**src/sv/c_escape_string_decoder_defines.svh**
```systemverilog
// ----------------------------------------------------------------------------
// C escape string decoder assertion macros
// Shared property wrappers, clocked on clk and disabled during reset.
// ----------------------------------------------------------------------------
`ifndef C_ESCAPE_STRING_DECODER_DEFINES_SVH
`define C_ESCAPE_STRING_DECODER_DEFINES_SVH

`define CESD_ASSERT(lbl, prop, msg) \
  lbl: assert property (@(posedge clk) disable iff (!rst_n) prop) else $error(msg);

`define CESD_ASSERT_NEXT(lbl, ante, cons, msg) \
  lbl: assert property (@(posedge clk) disable iff (!rst_n) ante |=> cons) else $error(msg);

`endif

```
**src/sv/cesd_pkg.sv**
```systemverilog
// ----------------------------------------------------------------------------
// C escape string decoder package
// Character codes, decode modes and the command passed from front to back.
// ----------------------------------------------------------------------------
package cesd_pkg;

  typedef enum logic [3:0] {
    MODE_NORMAL = 4'b0001,
    MODE_ESCAPE = 4'b0010,
    MODE_OCTAL  = 4'b0100,
    MODE_HEX    = 4'b1000
  } mode_t;

  localparam logic [7:0] CH_BSLASH = 8'h5C;
  localparam logic [7:0] CH_QUOTE  = 8'h22;
  localparam logic [7:0] CH_N      = 8'h6E;
  localparam logic [7:0] CH_T      = 8'h74;
  localparam logic [7:0] CH_R      = 8'h72;
  localparam logic [7:0] CH_B      = 8'h62;
  localparam logic [7:0] CH_X      = 8'h78;
  localparam logic [7:0] CH_0      = 8'h30;
  localparam logic [7:0] CH_7      = 8'h37;
  localparam logic [7:0] CH_8      = 8'h38;
  localparam logic [7:0] CH_9      = 8'h39;
  localparam logic [7:0] CH_LA     = 8'h61;
  localparam logic [7:0] CH_LF     = 8'h66;
  localparam logic [7:0] CH_UA     = 8'h41;
  localparam logic [7:0] CH_UF     = 8'h46;
  localparam logic [7:0] BYTE_NL   = 8'h0A;
  localparam logic [7:0] BYTE_TAB  = 8'h09;

  localparam int unsigned Q_DEPTH = 2;
  localparam int unsigned Q_PW    = $clog2(Q_DEPTH);
  localparam int unsigned Q_CW    = $clog2(Q_DEPTH + 1);

  typedef struct packed {
    logic       pa_en;
    logic [7:0] pa_val;
    logic       pb_en;
    logic [7:0] pb_val;
    logic       pop;
    logic       flush;
  } cmd_t;

  // Returns {valid, digit value} for a hexadecimal character.
  function automatic logic [4:0] hex_digit(input logic [7:0] c);
    logic [4:0] r;
    r = '0;
    if (c >= CH_0 && c <= CH_9) begin
      r = {1'b1, c[3:0]};
    end else if ((c >= CH_LA && c <= CH_LF) || (c >= CH_UA && c <= CH_UF)) begin
      r = {1'b1, 4'(c[3:0] + 4'd9)};
    end
    return r;
  endfunction

endpackage

```
**src/sv/c_escape_string_decoder.sv**
```systemverilog
// ----------------------------------------------------------------------------
// C escape string decoder
// Decodes C style escapes in a byte stream, one raw byte per input request.
// Input requests carry in_byte and in_last on in_valid; the block pushes back
// with in_stall. Result requests carry out_byte, out_valid and out_last on
// out_req_valid and are held while out_stall is high.
// Decoded bytes sit in a hold stack of HOLD_DEPTH entries; a push into a full
// stack sends its oldest byte out. The request with in_last flushes the stack,
// oldest first, or sends one end marker (out_valid low) if nothing is held.
// Throughput is one input request per cycle while each byte makes at most one
// push and out_stall lets results drain; a closing run plus a byte makes two
// pushes, and the end of a string sends its held bytes out one at a time, set by
// the single read port of the stack. A result passes the read register and
// then the output register. A two-entry command queue lets input continue
// during a stall. Reset clears the decode state, the queue and the stack,
// and drops any pending result.
// ----------------------------------------------------------------------------
`include "c_escape_string_decoder_defines.svh"

module c_escape_string_decoder import cesd_pkg::*; #(
  parameter int unsigned HOLD_DEPTH = 16
) (
  input  logic       clk,
  input  logic       rst_n,
  input  logic       in_valid,
  output logic       in_stall,
  input  logic [7:0] in_byte,
  input  logic       in_last,
  output logic       out_req_valid,
  input  logic       out_stall,
  output logic [7:0] out_byte,
  output logic       out_valid,
  output logic       out_last
);

  localparam int unsigned CW = $clog2(HOLD_DEPTH + 1);

  cmd_t          f_cmd, q_cmd;
  logic          f_push, q_full, q_valid, q_pop;
  mode_t         front_mode;
  logic [CW-1:0] hold_cnt;

  cesd_front u_front (
    .clk      (clk),
    .rst_n    (rst_n),
    .in_valid (in_valid),
    .in_stall (in_stall),
    .in_byte  (in_byte),
    .in_last  (in_last),
    .q_full   (q_full),
    .cmd_push (f_push),
    .cmd      (f_cmd),
    .mode     (front_mode)
  );

  cesd_queue u_queue (
    .clk      (clk),
    .rst_n    (rst_n),
    .wr_en    (f_push),
    .wr_cmd   (f_cmd),
    .full     (q_full),
    .rd_en    (q_pop),
    .rd_valid (q_valid),
    .rd_cmd   (q_cmd)
  );

  cesd_back #(
    .HOLD_DEPTH (HOLD_DEPTH)
  ) u_back (
    .clk           (clk),
    .rst_n         (rst_n),
    .cmd_valid     (q_valid),
    .cmd           (q_cmd),
    .cmd_done      (q_pop),
    .out_req_valid (out_req_valid),
    .out_stall     (out_stall),
    .out_byte      (out_byte),
    .out_valid     (out_valid),
    .out_last      (out_last),
    .hold_cnt      (hold_cnt)
  );

  `CESD_ASSERT(a_hold_bound, hold_cnt <= CW'(HOLD_DEPTH), "Hold count exceeds the stack depth.")
  `CESD_ASSERT(a_marker_shape, out_req_valid && !out_valid |-> out_last && out_byte == 8'h00, "End marker is malformed.")
  `CESD_ASSERT_NEXT(a_last_clears, in_valid && !in_stall && in_last, front_mode == MODE_NORMAL, "Decoder not in normal mode after the last byte.")

endmodule

```
**src/sv/cesd_front.sv**
```systemverilog
// ----------------------------------------------------------------------------
// C escape string decoder front end
// Accepts raw bytes, tracks escape and run state, and issues hold commands.
// ----------------------------------------------------------------------------
module cesd_front import cesd_pkg::*; (
  input  logic       clk,
  input  logic       rst_n,
  input  logic       in_valid,
  output logic       in_stall,
  input  logic [7:0] in_byte,
  input  logic       in_last,
  input  logic       q_full,
  output logic       cmd_push,
  output cmd_t       cmd,
  output mode_t      mode
);

  mode_t      mode_r, mode_nxt;
  logic [7:0] run_r, run_nxt;
  logic       ostop_r, ostop_nxt;
  logic       accept;

  assign in_stall = q_full;
  assign accept   = in_valid && !q_full;
  assign cmd_push = accept;
  assign mode     = mode_r;

  always_comb begin
    logic [4:0] hx;
    logic       is_dig;
    logic       taken;
    hx        = hex_digit(in_byte);
    is_dig    = (in_byte >= CH_0) && (in_byte <= CH_9);
    taken     = 1'b0;
    mode_nxt  = mode_r;
    run_nxt   = run_r;
    ostop_nxt = ostop_r;
    cmd       = '0;
    cmd.pa_val = run_r;

    unique case (mode_r)
      MODE_OCTAL: begin
        if (is_dig) begin
          taken = 1'b1;
          if (!ostop_r) begin
            if (in_byte <= CH_7) begin
              run_nxt = {run_r[4:0], in_byte[2:0]};
            end else begin
              ostop_nxt = 1'b1;
            end
          end
        end else begin
          cmd.pa_en = 1'b1;
          mode_nxt  = MODE_NORMAL;
        end
      end
      MODE_HEX: begin
        if (hx[4]) begin
          taken   = 1'b1;
          run_nxt = {run_r[3:0], hx[3:0]};
        end else begin
          cmd.pa_en = 1'b1;
          mode_nxt  = MODE_NORMAL;
        end
      end
      MODE_NORMAL: begin
      end
      MODE_ESCAPE: begin
      end
    endcase

    if (!taken) begin
      if (mode_nxt == MODE_NORMAL) begin
        if (in_byte == CH_BSLASH) begin
          mode_nxt = MODE_ESCAPE;
        end else begin
          cmd.pb_en  = 1'b1;
          cmd.pb_val = in_byte;
        end
      end else begin
        mode_nxt = MODE_NORMAL;
        unique case (in_byte) inside
          CH_QUOTE, CH_BSLASH: begin
            cmd.pb_en  = 1'b1;
            cmd.pb_val = in_byte;
          end
          CH_N: begin
            cmd.pb_en  = 1'b1;
            cmd.pb_val = BYTE_NL;
          end
          CH_T: begin
            cmd.pb_en  = 1'b1;
            cmd.pb_val = BYTE_TAB;
          end
          CH_R: begin
          end
          CH_B: begin
            cmd.pop = 1'b1;
          end
          CH_X: begin
            mode_nxt = MODE_HEX;
            run_nxt  = '0;
          end
          [CH_0:CH_7]: begin
            mode_nxt  = MODE_OCTAL;
            ostop_nxt = 1'b0;
            run_nxt   = {5'd0, in_byte[2:0]};
          end
          [CH_8:CH_9]: begin
            mode_nxt  = MODE_OCTAL;
            ostop_nxt = 1'b1;
            run_nxt   = '0;
          end
          default: begin
          end
        endcase
      end
    end

    // An open run at the end of the string still delivers its value.
    if (in_last) begin
      if (mode_nxt == MODE_OCTAL || mode_nxt == MODE_HEX) begin
        cmd.pa_en  = 1'b1;
        cmd.pa_val = run_nxt;
      end
      cmd.flush = 1'b1;
      mode_nxt  = MODE_NORMAL;
      run_nxt   = '0;
      ostop_nxt = 1'b0;
    end
  end

  always_ff @(posedge clk) begin
    if (!rst_n) begin
      mode_r  <= MODE_NORMAL;
      run_r   <= '0;
      ostop_r <= 1'b0;
    end else if (accept) begin
      mode_r  <= mode_nxt;
      run_r   <= run_nxt;
      ostop_r <= ostop_nxt;
    end
  end

endmodule

```
**src/sv/cesd_queue.sv**
```systemverilog
// ----------------------------------------------------------------------------
// C escape string decoder command queue
// Short FIFO that decouples the front end from the hold stack engine.
// ----------------------------------------------------------------------------
module cesd_queue import cesd_pkg::*; (
  input  logic clk,
  input  logic rst_n,
  input  logic wr_en,
  input  cmd_t wr_cmd,
  output logic full,
  input  logic rd_en,
  output logic rd_valid,
  output cmd_t rd_cmd
);

  cmd_t            ent_r [Q_DEPTH];
  logic [Q_PW-1:0] wp_r;
  logic [Q_PW-1:0] rp_r;
  logic [Q_CW-1:0] cnt_r;

  assign full     = (cnt_r == Q_CW'(Q_DEPTH));
  assign rd_valid = (cnt_r != '0);
  assign rd_cmd   = ent_r[rp_r];

  always_ff @(posedge clk) begin
    if (wr_en) begin
      ent_r[wp_r] <= wr_cmd;
    end
  end

  always_ff @(posedge clk) begin
    if (!rst_n) begin
      wp_r  <= '0;
      rp_r  <= '0;
      cnt_r <= '0;
    end else begin
      if (wr_en) begin
        wp_r <= (wp_r == Q_PW'(Q_DEPTH - 1)) ? '0 : wp_r + 1'b1;
      end
      if (rd_en) begin
        rp_r <= (rp_r == Q_PW'(Q_DEPTH - 1)) ? '0 : rp_r + 1'b1;
      end
      case ({wr_en, rd_en})
        2'b10:   cnt_r <= cnt_r + 1'b1;
        2'b01:   cnt_r <= cnt_r - 1'b1;
        default: cnt_r <= cnt_r;
      endcase
    end
  end

endmodule

```
**src/sv/cesd_back.sv**
```systemverilog
// ----------------------------------------------------------------------------
// C escape string decoder back end
// Executes hold stack commands: push with overflow, delete and end flush.
// ----------------------------------------------------------------------------
module cesd_back import cesd_pkg::*; #(
  parameter int unsigned HOLD_DEPTH = 16,
  localparam int unsigned PW = (HOLD_DEPTH > 1) ? $clog2(HOLD_DEPTH) : 1,
  localparam int unsigned CW = $clog2(HOLD_DEPTH + 1)
) (
  input  logic          clk,
  input  logic          rst_n,
  input  logic          cmd_valid,
  input  cmd_t          cmd,
  output logic          cmd_done,
  output logic          out_req_valid,
  input  logic          out_stall,
  output logic [7:0]    out_byte,
  output logic          out_valid,
  output logic          out_last,
  output logic [CW-1:0] hold_cnt
);

  logic [7:0]    mem [HOLD_DEPTH];
  logic [7:0]    rd_data_r;
  logic [PW-1:0] head_r, head_nxt;
  logic [CW-1:0] cnt_r, cnt_nxt;
  logic          a_done_r, b_done_r, p_done_r;
  logic          s1_vld_r, s1_mark_r, s1_last_r;
  logic          ov_r, obv_r, olast_r;
  logic [7:0]    ob_r;

  logic          full, out_take, s1_move, s1_free;
  logic          pend_a, pend_b, pend_p;
  logic          do_push, do_pop, do_fl, fire, rest, issue, mem_we;
  logic [7:0]    push_val;
  logic [PW-1:0] head_inc, tail, waddr;
  logic [CW:0]   tsum;

  assign full     = (cnt_r == CW'(HOLD_DEPTH));
  assign head_inc = (head_r == PW'(HOLD_DEPTH - 1)) ? '0 : head_r + 1'b1;
  assign tsum     = (CW+1)'(head_r) + (CW+1)'(cnt_r);
  assign tail     = (tsum >= (CW+1)'(HOLD_DEPTH)) ? PW'(tsum - (CW+1)'(HOLD_DEPTH))
                                                  : PW'(tsum);

  assign out_take = ov_r && !out_stall;
  assign s1_move  = s1_vld_r && (!ov_r || out_take);
  assign s1_free  = !s1_vld_r || s1_move;

  assign pend_a   = cmd.pa_en && !a_done_r;
  assign pend_b   = cmd.pb_en && !b_done_r;
  assign pend_p   = cmd.pop && !p_done_r;
  assign do_push  = cmd_valid && (pend_a || pend_b);
  assign do_pop   = cmd_valid && !pend_a && !pend_b && pend_p;
  assign do_fl    = cmd_valid && !pend_a && !pend_b && !pend_p && cmd.flush;
  assign push_val = pend_a ? cmd.pa_val : cmd.pb_val;

  always_comb begin
    if (do_push) begin
      fire = !full || s1_free;
    end else if (do_fl) begin
      fire = s1_free;
    end else begin
      fire = cmd_valid;
    end

    if (do_push && pend_a) begin
      rest = pend_b || pend_p || cmd.flush;
    end else if (do_push) begin
      rest = pend_p || cmd.flush;
    end else if (do_pop) begin
      rest = cmd.flush;
    end else if (do_fl) begin
      rest = (cnt_r > CW'(1));
    end else begin
      rest = 1'b0;
    end
  end

  assign cmd_done = fire && !rest;
  assign issue    = fire && ((do_push && full) || do_fl);
  assign mem_we   = fire && do_push;
  assign waddr    = full ? head_r : tail;

  always_comb begin
    head_nxt = head_r;
    cnt_nxt  = cnt_r;
    if (fire) begin
      if (do_push) begin
        if (full) begin
          head_nxt = head_inc;
        end else begin
          cnt_nxt = cnt_r + 1'b1;
        end
      end else if (do_pop || do_fl) begin
        if (cnt_r != '0) begin
          cnt_nxt = cnt_r - 1'b1;
          if (do_fl) begin
            head_nxt = head_inc;
          end
        end
      end
    end
  end

  always_ff @(posedge clk) begin
    if (mem_we) begin
      mem[waddr] <= push_val;
    end
    if (issue) begin
      rd_data_r <= mem[head_r];
    end
  end

  always_ff @(posedge clk) begin
    if (!rst_n) begin
      head_r   <= '0;
      cnt_r    <= '0;
      a_done_r <= 1'b0;
      b_done_r <= 1'b0;
      p_done_r <= 1'b0;
      s1_vld_r <= 1'b0;
      ov_r     <= 1'b0;
    end else begin
      head_r <= head_nxt;
      cnt_r  <= cnt_nxt;
      if (cmd_done) begin
        a_done_r <= 1'b0;
        b_done_r <= 1'b0;
        p_done_r <= 1'b0;
      end else if (fire) begin
        if (do_push && pend_a) begin
          a_done_r <= 1'b1;
        end
        if (do_push && !pend_a) begin
          b_done_r <= 1'b1;
        end
        if (do_pop) begin
          p_done_r <= 1'b1;
        end
      end
      if (issue) begin
        s1_vld_r <= 1'b1;
      end else if (s1_move) begin
        s1_vld_r <= 1'b0;
      end
      if (s1_move) begin
        ov_r <= 1'b1;
      end else if (out_take) begin
        ov_r <= 1'b0;
      end
    end
  end

  always_ff @(posedge clk) begin
    if (issue) begin
      s1_mark_r <= do_fl && (cnt_r == '0);
      s1_last_r <= do_fl && (cnt_r <= CW'(1));
    end
    if (s1_move) begin
      ob_r    <= s1_mark_r ? 8'h00 : rd_data_r;
      obv_r   <= !s1_mark_r;
      olast_r <= s1_last_r;
    end
  end

  assign out_req_valid = ov_r;
  assign out_byte      = ob_r;
  assign out_valid     = obv_r;
  assign out_last      = olast_r;
  assign hold_cnt      = cnt_r;

endmodule

```
**config.mk**
```make
export PLATFORM = sky130hd
export DESIGN_NAME = c_escape_string_decoder
export DESIGN_NICKNAME = d
export VERILOG_FILES = /design/src/sv/cesd_pkg.sv /design/src/sv/c_escape_string_decoder.sv /design/src/sv/cesd_front.sv /design/src/sv/cesd_queue.sv /design/src/sv/cesd_back.sv
export VERILOG_INCLUDE_DIRS = /design/src /design/src/sv
export SDC_FILE = /design/constraint.sdc
export NUM_CORES = 1
export LEC_CHECK = 0
export CORE_MARGIN = 2
export CORE_UTILIZATION = 55
export DETAILED_ROUTE_END_ITERATION = 6
export DONT_BUFFER_PORTS = 1
export HOLD_SLACK_MARGIN = 0.1
export PLACE_DENSITY = 0.73
export SKIP_CTS_REPAIR_TIMING = 1
export SLEW_MARGIN = 5
export SYNTH_ARGS = -nofsm -noshare
export SYNTH_HDL_FRONTEND = slang
export SYNTH_HIERARCHICAL = 1
export SYNTH_SLANG_ARGS = --single-unit
```
**constraint.sdc**
```tcl
create_clock -name clk -period 2.8 [get_ports clk]
set_clock_uncertainty 0.05 [all_clocks]
set_input_delay 0.56 -clock clk [delete_from_list [all_inputs] [get_ports clk]]
set_output_delay 0.56 -clock clk [all_outputs]
set_load 0.02 [all_outputs]
```
# Yosys cells after proc, flatten, opt, wreduce, memory -nomap -nowiden
# Memories as Yosys holds them, arrays and structs flattened. A register that Yosys moved wholly into a read port is not among the register bits.
# Index checks and enable logic that the tools add are counted.
# word_totals
register_bits,43
latch_bits,0
mem_bits_rw,168
mem_bits_ro,0
output_inout_bits,12
memories,2
# classes
addsub,10
multipliers,0
div_mod_pow,0
n_lt_le_gt_ge,11
n_eq_ne,18
shifts,0
n_mux,74
bitwise_logic,1
n_reduce_logical,67
# memory_table
memory,depth,word_bits,rd,rd_ports_with_merged_regs,write_ports,line_no,rtl
u_back.mem,16,8,1,1,1,cesd_back.sv:23,logic [7:0] mem [HOLD_DEPTH];
u_queue.ent_r,2,20,1,1,1,cesd_queue.sv:16,cmd_t ent_r [Q_DEPTH];
# ops
operator,n
$mux 8,8
$mux 4,14
$eq 8x7->1 const B,5
$mux 9,4
$mux 1,32
$pmux 8 s2,2
$mux 5,6
$pmux 9 s3,1
$logic_and 1x1->1,25
$ge 8x6->1 const B,2
$ge 8x7->1 const B,2
$le 8x6->1 const B,2
$le 8x7->1 const B,2
$pmux 4 s2,2
$reduce_bool 2->1,7
$logic_not 1->1,13
$eq 4x4->1 const B,3
$logic_or 1x1->1,11
$mux 10,1
$eq 4x3->1 const B,2
$eq 8x6->1 const B,1
$reduce_or 2->1,4
$add 4x5->6,1
$ge 6x5->1 const B,1
other kinds (24),30

# Longest topological paths before layout
# Gate-level depths: netlist (run 1).
# logic_depth
word_depth,15
depth_mapped,11

# Modules after synthesis
# Netlist (run 1), hierarchy kept.
# modules_own_cells
mod,instances,cells_per_inst,area_each_um2,seq_area_each_um2
cesd_back,1,420,6880.3,4724.5
cesd_queue,1,84,1655.3,1301.2
cesd_front,1,197,1516.5,260.2

# Worst setup path before layout (run 1)
# No wires, ideal clock.
# synth_path
kind,reg2reg
startpoint,"register u_back.cnt_r[1], in the netlist u_back/hold_cnt[1]"
endpoint,memory u_back.mem[12][0] (enable)
t_arrival_ns,2.480
path_slack_ns,-0.124
path_stages_with_launch,7
period_less_slack_ns,2.924
cell_sequence,dfxtp_1 > ha_1 > a21o_1 > a21oi_1 > mux2i_4 > xor2_2 > nor4_1
# synth_via
elab_chain_cells,7
# synth_rtl
element,line_no,rtl
from (decl),cesd_back.sv:26,"logic [CW-1:0] cnt_r, cnt_nxt;"
from (signal assigned),cesd_back.sv:125,cnt_r <= cnt_nxt;
"parallel branches: the longest is 7 deep, another holds $add 4x5->6",n/a,
to (decl),cesd_back.sv:23,
# Several ways; the timed one is not identified.

==> summary by stage, run 1 <==
Status
The flow ran to the end, and the final reports show no timing, DRC or antenna violations.

Final layout
The growth of design area from synthesis to finish is 11.13%. The fraction of layout cells with a size suffix above 1 is 0.2118. The net count of the finished layout is 756.

The filler cells instantiated in the layout total 1305. The number of antenna repair diodes is 0.

Floorplan
The die boundary height is 139.2 um. The area of the die is 19370 sq um. The core region is 17960 sq um.

In this run the count of I/O pins placed on the die edge is 25. The initial utilization of the core area, before any placement, comes to 0.5596. The width of the die is 139.2 um. The initialized floorplan defines 49 standard-cell rows.

Routing
After detailed routing, the total wire length is 21300 um. After detailed routing, the average wire length per cell comes to 21.85 um. The number of remaining DRC errors is 0.

The detail route stage leaves a number of antenna-violating nets equal to 0. After detailed routing, the number of vias per cell comes to 6.313. The total vias in the final route is 6155. The number of iterations in the first detailed-routing pass is 5. The detailed router finished its first iteration with 566 violations.

Global routing
The first global-routing pass estimated 34000 um of wire. The routing layer with the top usage in global route is met2. The via count of the first global-routing pass is 6110. The fraction of met3 tracks used by global routing is 0.02831. The met2 usage in global routing is 0.3814.

The total overflow left after global routing is 0. The initial antenna violation count is 0. The maximum number of pins on one net before global-route repair is 40. The met1 usage is 0.3057. Across every metal layer, demand over resource in global routing totals 0.2231.

Power and ir drop
Across the VDD grid, the largest voltage drop is 0.6600 mV. The ratio of total power to cell area is 891.0 nW/um^2. The analysis attributes to cell leakage a power of 3.734 nW.

Synth
The number of warnings printed during yosys synthesis is 6. The most common cell in the synthesized netlist is edfxtp_1. The area of the mapped netlist is 10050 sq um. The share of the Yosys chip area taken by registers is 0.6253.

The post-synthesis sequential element count is 220. Sorting the synthesized cells by area gives the leading types as edfxtp_1 56%, mux4_2 7.2%, dfxtp_1 6.4%. Counting flops with a built-in enable in the synthesized netlist gives 188.

Ranked by instance count, the synthesized netlist is headed by 188 x edfxtp_1, 70 x nand2_1, 32 x dfxtp_1, 32 x mux4_2, 22 x nor2b_1. The number of nets produced by synthesis is 728. The share of synthesized area in the top cell type comes to 0.5616. The synthesized area per cell is 14.34 sq um. The main flop type after synthesis is edfxtp_1. After synthesis, the share of flip-flops with an asynchronous set or reset is 0. After synthesis, the netlist uses 82 different library cells. After technology mapping, the gate count stands at 701. edfxtp_1 takes more of the synthesized area than any other cell.

Timing
Hold is met by 122.4 ps. Setup repair after global routing left no endpoint under its margin. The final setup slack of the worst path is 141.3 ps. The final max-slew violation count is 0. Setup violations remaining at the end of the flow were counted as 0. The fraction of the cycle the final worst path needs is 0.9495. At the pin with the least slew margin, the transition time is 926.5 ps.

For the final routed database, the setup TNS stands at 0 ps. Measured against its own limit, the worst slew margin works out to 0.3810. The number of hold violations in the final report is 0. For the finished layout, the period the worst path requires is 2659 ps. Static timing analysis puts the maximum clock frequency at 376.1 MHz.

Place
The count of buffers from port buffering is 0. Prior to clock tree synthesis, the placed netlist has a worst setup slack of 42.77 ps. The last weighted congestion value of the routability-driven placer is 0.9168. The half-perimeter wire length of the detailed placement result is 14330 um.

Critical path
The critical path goes through mux2_2 > nor2b_1 > nor4_2 > a21boi_0 > a211oi_1 > ha_1 > or3_1 > a21boi_1. For the worst setup path, the data arrival time is 3050 ps. STA classifies the critical path endpoint as a flip-flop. STA puts the critical path data required time at 3190 ps. The delay of the slowest cell on the worst path is 420 ps. The cell with the largest stage delay on the worst path is dfxtp_1. The worst setup path is of the reg2reg kind. STA classifies the critical path startpoint as a flip-flop.

In this run the worst path has a maximum fanout of 5.

CTS
The CTS sink count is 220. The clock tree from TritonCTS is done. The root buffer cell is clkbuf_16.

In this run the number of H-tree levels came out at 1. Clock-pin slew was measured on the worst setup and hold paths at 60 ps. The number of buffers on the longest clock path is 3. The clock insertion delay at the later pin of the skew report is 510 ps. The number of buffers created by CTS is 23.

Job
The max-capacitance violation count is 0.

Worst hold path
The type of the worst min-delay path is in2reg.
## critical path: cells and delay by family, from the launching register on
| family | cells | cell delay (ps) |
|---|---|---|
| fa+ha+maj | 1 | 330 |
| flops | 1 | 420 |
| mux | 1 | 370 |
| compound gates | 3 | 610 |
| simple gates | 3 | 810 |
## cell usage in the layout (no fill, tap or decap), types with 20 or more instances in the layout
cell	instances
edfxtp_1	188
nand2_1	70
dfxtp_1	30
nor2_1	20
mux4_2	32
buf_4	41
nor2b_1	22
mux2_2	20
clkbuf_16	24
nor3_1	20
## worst paths after layout
check | to | cells past startpoint | startpoint | slack [ps]
worst max register to register | u_queue/cnt_r[1] | 8 | flip-flop | 140
worst max-delay path | u_queue/cnt_r[1] | 8 | flip-flop | 140
worst min-delay path | u_queue/wp_r | 1 | rst_n | 120
worst min register to register | u_back/out_last | 0 | u_back/s1_last_r | 410
## metal layers
metal / vias up / routed length [um]
met2: 234 / 10810
met5: - / 0
li1: 2805 / -
met1: 3085 / 8857
met4: 0 / 424
met3: 31 / 1213
## where the power goes
part / switching, mW / total, mW / internal, mW
registers: 0.198 / 4.51 / 4.31
logic: 1.67 / 2.64 / 0.971
clock network: 1.18 / 2.80 / 1.62
## per-stage QoR
stage,cells,util,power (mW),cell area (sq um)
after floorplan,701,-,6.407,10050
after global placement,932,0.5817,7.048,10450
after detailed placement,932,0.5817,7.166,10450
after CTS,974,0.6203,9.963,11140
after global routing,975,0.6219,10.38,11170
final,975,0.6219,9.953,11170
## layout make-up
type	instances	area (sq um)	area share
repair buffers	43	337.8	0.03024
multi-input cells	428	3516	0.3147
clock buffers	36	655.6	0.05869
clock inverters	6	37.54	0.003360
well taps	229	286.5	0.02565
flip-flops and latches	220	6289	0.5629
inverters	13	48.80	0.004368
## registers in the layout, indices dropped and copies added, names as in the netlist, 2 cells and up, named ones only
signal and flops:
u_back/head_r 4, u_back/hold_cnt 5, u_back/mem 128, u_back/out_byte 8
u_back/rd_data_r 8, u_front/mode 4, u_front/run_r 8, u_queue/cnt_r 2
u_queue/ent_r 40
## cell families (layout without fill, tap and decap cells)
family | count (synthesis) | after routing | synth area share
buf+inv | 53 | 98 | 0.02651
xor+xnor | 12 | 12 | 0.01195
flops | 220 | 220 | 0.6253
fa+ha+maj | 14 | 14 | 0.01817
mux | 60 | 60 | 0.1033
simple gates | 207 | 207 | 0.1150
compound gates | 135 | 135 | 0.09970
No activity file was read; power rests on OpenSTA's default activity.
==> run 2: changes to the inputs <==
--- a/config.mk
+++ b/config.mk
@@ -11,7 +11,7 @@
 export DETAILED_ROUTE_END_ITERATION = 6
 export DONT_BUFFER_PORTS = 1
 export HOLD_SLACK_MARGIN = 0.1
-export PLACE_DENSITY = 0.73
+export PLACE_DENSITY = 0.7
 export SKIP_CTS_REPAIR_TIMING = 1
 export SLEW_MARGIN = 5
 export SYNTH_ARGS = -nofsm -noshare
==> constraint.sdc (replaced) <==
create_clock -name clk -period 3.3 [get_ports clk]
set_clock_uncertainty 0.05 [all_clocks]
set_input_delay 0.66 -clock clk [delete_from_list [all_inputs] [get_ports clk]]
set_output_delay 0.66 -clock clk [all_outputs]
set_load 0.02 [all_outputs]
==> run 2 against run 1 <==
Sequential share of layout area grew 0.43 points. Wire length grew 2.2%. Clock power shrank 12%. Via count grew 0.93%. Global-route usage grew 0.51 points. Maximum frequency shrank 7.8%. Largest cell class unchanged.
==> summary by stage, run 2 (synthesized netlist as in run 1, its figures left out) <==
Status
The run finished with clean final reports.

Floorplan
In this run the standard cell core region covers 17960 sq um. For this design the top-level I/O count stands at 25. For this configuration, the core starts out at a cell density of 0.5596.

The die boundary height is 139.2 um. The die covers 19370 sq um. The width of the die is 139.2 um. After floorplanning, the core was divided into 49 placement rows.

Power and ir drop
The ratio of total power to cell area is 770.3 nW/um^2. The cell leakage power is 3.672 nW. The highest ir drop seen on vdd is 0.5893 mV.

Critical path
The largest delay contributor family on the critical path is simple AND/OR/NAND/NOR gates. The logic depth of the worst setup path including buffers is 9. The number of cells traversed by the worst register-to-register path is 9.

STA classifies the critical path endpoint as a flip-flop. The number of buffers and inverters on the critical path is 1. STA classifies the critical path startpoint as a flip-flop.

The critical path class is reg2reg. The signal on the critical path passes through mux2_2 > nor2b_2 > nor2_4 > mux2i_1 > a211oi_1 > buf_4 > ha_1 > or3_1 > a21boi_1. The slowest stage of the critical path is the dfxtp_1 cell. Data on the critical path arrives at its endpoint at 3260 ps. The delay of the slowest cell on the worst path is 430 ps. The data required time of the worst path is 3680 ps. In this run the worst path has a maximum fanout of 13.

Final layout
0 antenna diodes ended up in the layout. The top cell types in the final layout, fill and taps aside, are 188 x edfxtp_1, 70 x nand2_1, 32 x buf_4, 32 x mux4_2, 31 x dfxtp_1. The number of standard cells in the final layout excluding fillers is 960.

Ranked by flip-flop count, first place goes to u_back/mem. The final-stage net count is 744. The fill cell total of the finished layout is 1309.

The library cell used most frequently in the layout, excluding fill and tap cells, is edfxtp_1. Compared with the post-synthesis result, the final layout area differs by 10.26%. The largest registers in the layout are u_back/mem (128), u_queue/ent_r (40).

Of the cells placed in the final design, the portion with a size suffix greater than 1 is 0.1984. The flip-flop count of the largest register, all copies and words added is 128. The final instance area is 11080 sq um.

Timing
The final max-slew violation count is 0. Setup violations remaining at the end of the flow were counted as 0. The worst-case headroom to the max-slew limit is 0.3489.

The number of hold violations in the final report is 0. Hold timing on the final database bottoms out at a slack of 206.3 ps. The actual slew at the worst max-slew pin is 974.6 ps. Setup repair after global routing left no endpoint under its margin. The minimum clock period is 2884 ps. In the final timing run, aggregate negative setup slack is 0 ps.

In the finished design, the share of the clock period the worst path needs comes to 0.8739. Across all setup checks in the final design, the least slack found is 416.0 ps. Static timing analysis puts the maximum clock frequency at 346.7 MHz.

Routing
The post-route antenna net violation count is 0. The number of remaining DRC errors is 0. The pre-antenna-repair detailed-routing pass consisted of 5 iterations. In the routed layout, each cell is associated on average with a via count of 6.471. The final layout contains routed wiring with a total length of 21780 um. Across all layers, the routed design uses 6212 vias. Dividing the detail-routed wire length by the instance count gives 22.69 um. The number of violations reported at the end of detailed-routing iteration 0 is 560.

CTS
Counting along the longest clock path gives a buffer depth of 3. Clock-pin slew was measured on the worst setup and hold paths at 60 ps. The CTS sink count is 220.

The number of buffers created by CTS is 22. The root buffer cell is clkbuf_16. The clock insertion delay at the later pin of the skew report is 500 ps. The clock tree from TritonCTS is done.

The CTS H-tree depth is 1.

Global routing
The via count of the first global-routing pass is 6281. The first global-routing pass estimated 34820 um of wire. The leftover overflow at the end of global routing is 0. The initial antenna violation count came to 0. Entering global routing, the biggest net connects 41 pins. For this run, the total global-route usage over all layers was measured as 0.2282.

Job
Across the run, the number of max-cap violations was 0.

Place
The last weighted congestion value of the routability-driven placer is 0.8878. The total placed instance area is 10360 sq um. Once detailed placement completed, the half-perimeter wirelength came to 14400 um. Once placement completed, the tool counted placed cells totaling 922. Prior to clock tree synthesis, the placed netlist has a worst setup slack of 437.5 ps. The count of buffers from port buffering is 0.

Worst hold path
Counting instances, the worst hold path has a depth of 0. The min-delay analysis places its worst path in the category in2reg.
==> run 2: path summary, 6_finish.rpt <==
| kind | startpoint | end | slack, ps |
|---|---|---|---|
| worst min register to register | u_back/s1_last_r | u_back/out_last | 390 |
| worst min-delay path | in_last | u_queue/ent_r[1][0] | 210 |
| worst max register to register | flip-flop | u_queue/cnt_r[1] | 420 |
| worst max-delay path | flip-flop | u_queue/cnt_r[1] | 420 |
==> run 2: stage by stage <==
step | power, mW | util
after global routing | 8.900 | 0.6170
after global placement | 5.994 | 0.5769
after floorplan | 5.436 | -
final | 8.537 | 0.6170
after detailed placement | 6.085 | 0.5769
after CTS | 8.563 | 0.6170
==> run 2: power breakdown <==
group          internal, mW  leakage, nW  switching (mW)
registers              3.66         1.98           0.169
clock network          1.47        0.342           0.996
logic                 0.798         1.35            1.44
==> run 2: final cells by class <==
cell class                 count  area, sq um  area share
inverter                      13        48.80    0.004403
clock buffer                  28        573.1     0.05170
clock inverter                10        147.6     0.01332
sequential                   220         6287      0.5673
timing repair buffer          32        240.2     0.02168
multi-input combinational    428         3500      0.3158
tap                          229        286.5     0.02585
==> run 2: per-layer routing <==
| layer | global-route usage | vias up | part of all wire |
|---|---|---|---|
| met5 | 0 | - | 0 |
| met4 | 0.06592 | 0 | 0.024 |
| met3 | 0.03453 | 50 | 0.053 |
| met2 | 0.3721 | 246 | 0.49 |
| met1 | 0.3238 | 3134 | 0.44 |
| li1 | - | 2782 | - |
==> run 2: worst reg2reg max path, delay by kind of cell (launching register included) <==
kind	cells	cell delay, ps
multiplexers	2	740
AO/OA/AOI/OAI	2	270
AND/OR/NAND/NOR	3	850
flip-flops	1	430
buffers and inverters	1	170
adder cells (fa/ha/maj)	1	320
